<file path="config.mk">
export PLATFORM = sky130hd
export DESIGN_NAME = voltage_class_stability_qualifier_unit
export DESIGN_NICKNAME = d
export VERILOG_FILES = /design/src/sv/vcsq_pkg.sv /design/src/sv/vcsq_ring.sv /design/src/sv/voltage_class_stability_qualifier_unit.sv
export SDC_FILE = /design/constraint.sdc
export NUM_CORES = 1
export LEC_CHECK = 0
export ABC_CLOCK_PERIOD_IN_PS = 12300
export BUFFER_PORTS_ARGS = -buffer_cell sky130_fd_sc_hd__buf_2
export CAP_MARGIN = 20
export CELL_PAD_IN_SITES_DETAIL_PLACEMENT = 1
export CELL_PAD_IN_SITES_GLOBAL_PLACEMENT = 1
export CORE_MARGIN = 2
export CORE_UTILIZATION = 35
export CTS_CLUSTER_DIAMETER = 30
export DETAILED_ROUTE_END_ITERATION = 6
export HOLD_SLACK_MARGIN = 0.15
export PLACE_DENSITY_LB_ADDON = 0.1
export SLEW_MARGIN = 10
export SYNTH_ARGS = -nofsm -noshare
export SYNTH_HDL_FRONTEND = slang
export SYNTH_HIERARCHICAL = 1
export SYNTH_SLANG_ARGS = --single-unit
</file>
<file path="constraint.sdc">
create_clock -name clk -period 12.3 [get_ports clk]
set_input_delay 0 -clock clk [delete_from_list [all_inputs] [get_ports clk]]
set_output_delay 0 -clock clk [all_outputs]
set_load 0.01 [all_outputs]
</file>
<file path="src/sv/vcsq_pkg.sv">
// Shared types and constants for the voltage class stability qualifier.
// No dependencies; used by vcsq_ring and the top level.
package vcsq_pkg;

    localparam int TIME_W  = 32;
    localparam int CLASS_W = 3;
    localparam int CFG_W   = 16;

    typedef logic [TIME_W-1:0]  time_t;
    typedef logic [CLASS_W-1:0] class_t;
    typedef logic [CFG_W-1:0]   cfg_word_t;
    typedef logic               cfg_idx_t;

    // class codes
    localparam class_t CLASS_PROBE_TRIGGERED = 3'd0;
    localparam class_t CLASS_NONE            = 3'd6;

    // register indexes
    localparam cfg_idx_t REG_STABILITY_THRESHOLD = 1'b0;
    localparam cfg_idx_t REG_TRIGGER_DELAY       = 1'b1;

    // register reset values
    localparam cfg_word_t THRESHOLD_RESET     = 16'd200;
    localparam cfg_word_t TRIGGER_DELAY_RESET = 16'd200;

endpackage

</file>
<file path="src/sv/vcsq_ring.sv">
// Timestamp ring for the stability qualifier: write pointer, storage, and a
// registered look-ahead read of the oldest slot. Depends on vcsq_pkg.
module vcsq_ring #(
    parameter int DEPTH = 32
) (
    input  logic           clk,
    input  logic           rst_n,
    input  logic           push,
    input  vcsq_pkg::time_t push_time,
    output vcsq_pkg::time_t oldest_time
);

    localparam int IW = (DEPTH > 1) ? $clog2(DEPTH) : 1;
    localparam logic [IW-1:0] LAST_IDX = IW'(DEPTH - 1);

    vcsq_pkg::time_t ring_mem [DEPTH];
    vcsq_pkg::time_t oldest_reg;
    logic [IW-1:0]   head_reg;
    logic [IW-1:0]   head_next;
    logic [IW-1:0]   ahead_idx;

    // slot after the next write slot: oldest entry once the ring is full
    always_comb
    begin
        head_next = (head_reg == LAST_IDX) ? '0 : head_reg + 1'b1;
        ahead_idx = (head_next == LAST_IDX) ? '0 : head_next + 1'b1;
    end

    always_ff @(posedge clk or negedge rst_n)
    begin
        if (!rst_n)
        begin
            head_reg <= '0;
        end
        else if (push)
        begin
            head_reg <= head_next;
        end
    end

    always_ff @(posedge clk)
    begin
        if (push)
        begin
            ring_mem[head_reg] <= push_time;
        end
    end

    // fetch ahead; forward the word being written when a one- or two-deep ring wraps onto it
    always_ff @(posedge clk)
    begin
        if (push)
        begin
            if (ahead_idx == head_reg)
            begin
                oldest_reg <= push_time;
            end
            else
            begin
                oldest_reg <= ring_mem[ahead_idx];
            end
        end
    end

    assign oldest_time = oldest_reg;

endmodule

</file>
<file path="src/sv/voltage_class_stability_qualifier_unit.sv">
// Top level of the voltage class stability qualifier.
// Depends on vcsq_pkg and vcsq_ring.
//
// Debounces a stream of timestamped tool-detection class words. Each input
// word yields one result word. A word whose timestamp equals the last taken
// one is dropped (accepted = 0, state unchanged). Otherwise the timestamp is
// stored in a ring of LOG_DEPTH entries and the run of equal classes is
// tracked; run_period_ms is the newest time minus the time of the oldest
// sample of the run still in the ring, modulo 2^32. is_stable rises once the
// period reaches stability_threshold_ms; report_pulse fires once per run when
// the period also reaches trigger_report_delay_ms (probe-triggered class) or
// at once (any other class). Throughput is one word per clock while out_ready
// holds; a word moves from the input register into the output register through
// the single compare/subtract pass between them.
// The ring needs no clearing after reset. Write configuration only while idle.
module voltage_class_stability_qualifier_unit #(
    parameter int LOG_DEPTH = 32
) (
    input  logic                  clk,
    input  logic                  rst_n,
    // configuration
    input  logic                  cfg_we,
    input  vcsq_pkg::cfg_idx_t    cfg_index,
    input  vcsq_pkg::cfg_word_t   cfg_wdata,
    // input words
    input  logic                  in_valid,
    output logic                  in_ready,
    input  vcsq_pkg::time_t       time_ms,
    input  vcsq_pkg::class_t      voltage_class,
    // result words
    output logic                  out_valid,
    input  logic                  out_ready,
    output logic                  accepted,
    output logic                  is_stable,
    output vcsq_pkg::class_t      current_class,
    output logic                  report_pulse,
    output vcsq_pkg::time_t       run_period_ms
);

    localparam int CW = $clog2(LOG_DEPTH + 1);
    localparam logic [CW-1:0] RUN_MAX = CW'(LOG_DEPTH);
    localparam logic [CW-1:0] RUN_ONE = CW'(1);

    // configuration registers
    vcsq_pkg::cfg_word_t thr_reg;
    vcsq_pkg::cfg_word_t delay_reg;

    // input register
    logic              s1_valid_reg;
    vcsq_pkg::time_t   s1_time_reg;
    vcsq_pkg::class_t  s1_class_reg;

    // qualifier state
    logic              any_reg;
    vcsq_pkg::time_t   last_time_reg;
    vcsq_pkg::class_t  last_class_reg;
    logic [CW-1:0]     run_len_reg;
    vcsq_pkg::time_t   run_start_reg;
    logic              stable_reg;
    logic              reported_reg;

    // output register
    logic              out_valid_reg;
    logic              acc_reg;
    logic              stab_out_reg;
    vcsq_pkg::class_t  class_out_reg;
    logic              pulse_reg;
    vcsq_pkg::time_t   period_reg;

    // datapath
    logic              advance;
    logic              take;
    logic              dup;
    logic              push;
    logic              change;
    logic [CW-1:0]     run_next;
    vcsq_pkg::time_t   ring_oldest;
    vcsq_pkg::time_t   oldest;
    vcsq_pkg::time_t   period;
    vcsq_pkg::time_t   delay;
    logic              stable_old;
    logic              reported_old;
    logic              stable_next;
    logic              reported_next;
    logic              pulse;

    // output stage frees whenever it is empty or being drained
    assign advance  = !out_valid_reg || out_ready;
    assign in_ready = !s1_valid_reg || advance;
    assign take     = in_valid && in_ready;

    always_comb
    begin
        dup    = any_reg && (last_time_reg == s1_time_reg);
        push   = s1_valid_reg && advance && !dup;
        change = s1_class_reg != last_class_reg;

        if (change)
        begin
            run_next = RUN_ONE;
        end
        else if (run_len_reg == RUN_MAX)
        begin
            run_next = run_len_reg;
        end
        else
        begin
            run_next = run_len_reg + 1'b1;
        end

        // oldest run sample: this word, the run start, or the ring's tail once full
        if (run_next == RUN_ONE)
        begin
            oldest = s1_time_reg;
        end
        else if (run_next == RUN_MAX)
        begin
            oldest = ring_oldest;
        end
        else
        begin
            oldest = run_start_reg;
        end
        period = s1_time_reg - oldest;

        stable_old   = change ? 1'b0 : stable_reg;
        reported_old = change ? 1'b0 : reported_reg;
        delay = (s1_class_reg == vcsq_pkg::CLASS_PROBE_TRIGGERED)
              ? {16'b0, delay_reg} : '0;

        if (!reported_old)
        begin
            stable_next   = stable_old || (period >= {16'b0, thr_reg});
            pulse         = stable_next && (period >= delay);
            reported_next = pulse;
        end
        else
        begin
            stable_next   = stable_old;
            pulse         = 1'b0;
            reported_next = reported_old;
        end
    end

    vcsq_ring #(
        .DEPTH (LOG_DEPTH)
    ) u_ring (
        .clk         (clk),
        .rst_n       (rst_n),
        .push        (push),
        .push_time   (s1_time_reg),
        .oldest_time (ring_oldest)
    );

    // configuration writes
    always_ff @(posedge clk or negedge rst_n)
    begin
        if (!rst_n)
        begin
            thr_reg   <= vcsq_pkg::THRESHOLD_RESET;
            delay_reg <= vcsq_pkg::TRIGGER_DELAY_RESET;
        end
        else if (cfg_we)
        begin
            case (cfg_index)
                vcsq_pkg::REG_STABILITY_THRESHOLD: thr_reg   <= cfg_wdata;
                vcsq_pkg::REG_TRIGGER_DELAY:       delay_reg <= cfg_wdata;
                default:                           thr_reg   <= thr_reg;
            endcase
        end
    end

    // input register valid
    always_ff @(posedge clk or negedge rst_n)
    begin
        if (!rst_n)
        begin
            s1_valid_reg <= 1'b0;
        end
        else if (in_ready)
        begin
            s1_valid_reg <= in_valid;
        end
    end

    // hold payload until a new word is taken
    always_ff @(posedge clk)
    begin
        if (take)
        begin
            s1_time_reg  <= time_ms;
            s1_class_reg <= voltage_class;
        end
    end

    // advance the qualifier state on every stored word
    always_ff @(posedge clk or negedge rst_n)
    begin
        if (!rst_n)
        begin
            any_reg        <= 1'b0;
            last_class_reg <= vcsq_pkg::CLASS_NONE;
            run_len_reg    <= '0;
            stable_reg     <= 1'b0;
            reported_reg   <= 1'b0;
        end
        else if (push)
        begin
            any_reg        <= 1'b1;
            last_class_reg <= s1_class_reg;
            run_len_reg    <= run_next;
            stable_reg     <= stable_next;
            reported_reg   <= reported_next;
        end
    end

    always_ff @(posedge clk)
    begin
        if (push)
        begin
            last_time_reg <= s1_time_reg;
            if (run_next == RUN_ONE)
            begin
                run_start_reg <= s1_time_reg;
            end
        end
    end

    // output register
    always_ff @(posedge clk or negedge rst_n)
    begin
        if (!rst_n)
        begin
            out_valid_reg <= 1'b0;
        end
        else if (advance)
        begin
            out_valid_reg <= s1_valid_reg;
        end
    end

    always_ff @(posedge clk)
    begin
        if (advance && s1_valid_reg)
        begin
            if (dup)
            begin
                acc_reg       <= 1'b0;
                stab_out_reg  <= stable_reg;
                class_out_reg <= last_class_reg;
                pulse_reg     <= 1'b0;
                period_reg    <= '0;
            end
            else
            begin
                acc_reg       <= 1'b1;
                stab_out_reg  <= stable_next;
                class_out_reg <= s1_class_reg;
                pulse_reg     <= pulse;
                period_reg    <= period;
            end
        end
    end

    assign out_valid     = out_valid_reg;
    assign accepted      = acc_reg;
    assign is_stable     = stab_out_reg;
    assign current_class = class_out_reg;
    assign report_pulse  = pulse_reg;
    assign run_period_ms = period_reg;

endmodule

</file>
==> flow_metrics.env <==
export IMPL_antenna_found_initial=12
export IMPL_leakagePower_nw=23.24
export IMPL_yosys_warnings=6
export IMPL_finClkSkew_ns=0.1094
export IMPL_cts_resized=0
export IMPL_cts_hold_buf=127
export IMPL_synth_area_per_cell_sq_um=14.76
export IMPL_post_cts_buffers=0
export IMPL_critPathRequiredTime_ns=12.98
export IMPL_cts_sink_count=1244
export IMPL_track_usage_pct=22.83
export IMPL_largest_register="u_ring/ring_mem"
export IMPL_drv_slew=0
export IMPL_fin_tns_setup_ns=0
export IMPL_avgViaCountPerCell=5.490
export IMPL_drv_cap=0
export IMPL_dr_pass1_iters=5
export IMPL_place_gp_congestion=0.8148
export IMPL_synth_ff_type="edfxtp_1"
export IMPL_htreeDepth=5
export IMPL_slowest_delay_ns=0.53
export IMPL_cts_root_buf="clkbuf_16"
export IMPL_dieWidth_um=389.1
export IMPL_crit_path_frequent_cell="a21oi_1"
export IMPL_largest_register_ffs=1024
export IMPL_powerDensity_nw_per_um2=285.8
export IMPL_fmax_ghz=0.1438
export IMPL_synth_nets=3646
export IMPL_overflow=0
export IMPL_via_count=33560
export IMPL_ir_drop_mv=0.2702
export IMPL_critPathArrivalTime_ns=7.63
export IMPL_dp_hpwl_um=99280
export IMPL_cts_tree="done"
export IMPL_timing_hold_ws_ns=0.3329
export IMPL_start_util_pct=35.20
export IMPL_synth_cell_type_count=86
export IMPL_yosysSeqAreaShare_pct=71.49
export IMPL_tightest_slew_ns=1.141
export IMPL_status="completed"
export IMPL_critPathKind="flip-flop to flip-flop"
export IMPL_drc=0
export IMPL_worstHoldPathType="primary input to flip-flop"
export IMPL_post_drt_wl_per_cell_um=28.24
export IMPL_insertion_delay_ns=0.93
export IMPL_crit_fanout=33
export IMPL_synth_edff_count=1193
export IMPL_clk_path_buf_depth=4
export IMPL_numCtsBuffers=306
export IMPL_rsz0062_at_grt="false"
export IMPL_fin_nets=4077
export IMPL_grt_max_degree=125
export IMPL_path_clk_slew_ns=0.05
export IMPL_synth_seq_cells=1244
export IMPL_netlist_area_sq_um=51910
export IMPL_grt_pass1_wl_um=252300
export IMPL_ioPinCount=97
export IMPL_area_delta_synth_final_pct=28.13
export IMPL_core_sq_um=147500
export IMPL_portBuffers=96
export IMPL_antenna_left=0
export IMPL_start_kind="flip-flop"
export IMPL_layout_min_cycle_time_ns=6.953
export IMPL_die_h_um=389.1
export IMPL_die_area_sq_um=151400
export IMPL_drive_gt1_share_pct=20.89
export IMPL_async_reset_ff_share_pct=4.100
export IMPL_slew_headroom_pct=23.82
export IMPL_syn_inst=3518
export IMPL_setup_viol=0
export IMPL_hold_viol=0
export IMPL_wl_um=172600
export IMPL_drt_iter0_drc=2486
export IMPL_fin_crit_sh_pct=56.52
export IMPL_cp_end_kind="flip-flop"
export IMPL_rows=141
export IMPL_grt_pass1_vias=36560
export IMPL_slowest_stage="dfrtp_1"
==> synthesized netlist by cell type (16+ instances only) <==
cell,instances,area [sq um]
a311o_1,16,160.2
ha_1,70,875.8
o21ai_0,139,695.7
nand2_1,520,1952
inv_1,34,127.6
o22ai_1,23,143.9
mux2_2,37,416.7
mux2i_1,136,1361
a311oi_1,63,551.8
nand3_1,104,520.5
and2_1,24,150.1
a31oi_1,23,143.9
edfxtp_1,1193,35820
buf_2,59,295.3
mux4_2,77,1734
a211oi_1,17,127.6
nor2_1,193,724.4
xor2_1,38,332.8
a221oi_1,23,201.4
and3_1,85,531.8
buf_1,17,63.81
dfrtp_1,43,1076
nor3_1,51,255.2
xnor2_1,28,245.2
clkbuf_1,127,476.7
a22oi_1,17,127.6
o2bb2ai_1,16,140.1
a21oi_1,141,705.7
==> power breakdown <==
part / internal [W] / switching [W] / total, W
sequential: 0.00509 / 0.000163 / 0.00525
combinational: 0.00194 / 0.00402 / 0.00596
clock: 0.00534 / 0.00245 / 0.00779
total: 0.0124 / 0.00664 / 0.0190
==> critical path, delay by kind of cell (launching register included) <==
| family | cells | cell delay, ns |
|---|---|---|
| fa+ha+maj | 4 | 1.09 |
| xor+xnor | 1 | 0.14 |
| compound gates | 15 | 2.93 |
| simple gates | 6 | 1.30 |
| mux | 1 | 0.15 |
| buf+inv | 3 | 0.64 |
| flops | 1 | 0.53 |
==> final cells by class <==
type | instances | area (sq um)
Tap cell | 1930 | 2415
Antenna cell | 4 | 10.01
Timing Repair Buffer | 333 | 2678
Clock inverter | 203 | 2118
Inverter | 34 | 130.1
Clock buffer | 335 | 7915
Fill cell | 14440 | 80980
Sequential cell | 1244 | 37110
Multi-Input combinational cell | 2030 | 14130
==> per-layer routing <==
| layer | routed length, um | vias up | global-route usage (%) |
|---|---|---|---|
| met2 | 85340 | 1010 | 39.02 |
| met1 | 74880 | 17780 | 29.77 |
| met5 | 12 | - | 0 |
| met3 | 8908 | 245 | 4.054 |
| li1 | - | 14530 | - |
| met4 | 3486 | 2 | 6.420 |
==> per-stage QoR <==
stage                     cells  util (%)  cell area, sq um  total power, W  setup slack, ns
after floorplan            3518         -             51910        0.008854            6.278
after global placement     5442     37.39             55150         0.01118            5.466
after detailed placement   5443     37.41             55180         0.01127            5.332
after CTS                  6108     45.08             66480         0.01917            5.272
after global routing       6109     45.09             66500         0.01982            4.780
final                      6113     45.10             66510         0.01901            5.347
==> kinds of logic after synthesis <==
kind of cell | after synthesis | synth area share [%]
buf+inv | 244 | 2.003
fa+ha+maj | 72 | 1.745
simple gates | 1058 | 9.078
flops | 1244 | 71.49
xor+xnor | 67 | 1.145
mux | 258 | 7.164
compound gates | 575 | 7.373
==> path summary, 6_finish.rpt <==
| kind | start | end | slack, ns | cells past startpoint |
|---|---|---|---|---|
| max | run_len_reg[0] | reported_reg | 5.35 | 30 |
| min | cfg_we | thr_reg[1] | 0.33 | 5 |
| max reg2reg | run_len_reg[0] | reported_reg | 5.35 | 30 |
| min reg2reg | last_class_reg[2] | last_class_reg[2] | 0.49 | 2 |
| max in group asynchronous | rst_n | run_len_reg[1] | 11.27 | 4 |
| min in group asynchronous | rst_n | delay_reg[0] | 0.36 | 4 |
==> cells in the final DEF, fill, tap and decap left out, types with 28 or more instances in the layout <==
cell,instances
ha_1,67
nor2_4,36
clkbuf_16,313
a311oi_1,62
bufinv_16,35
clkinv_1,40
xor2_1,38
o21ai_0,139
clkinvlp_4,43
a21oi_1,141
nor3_1,49
xnor2_1,28
dlygate4sd3_1,127
mux2i_1,136
buf_4,102
nand2_1,520
edfxtp_1,1193
clkinv_2,43
inv_1,33
mux4_2,77
mux2_2,37
nand3_1,104
dfrtp_1,43
and3_1,85
nor2_1,158
buf_2,96
(Power assumes the default switching activity.)
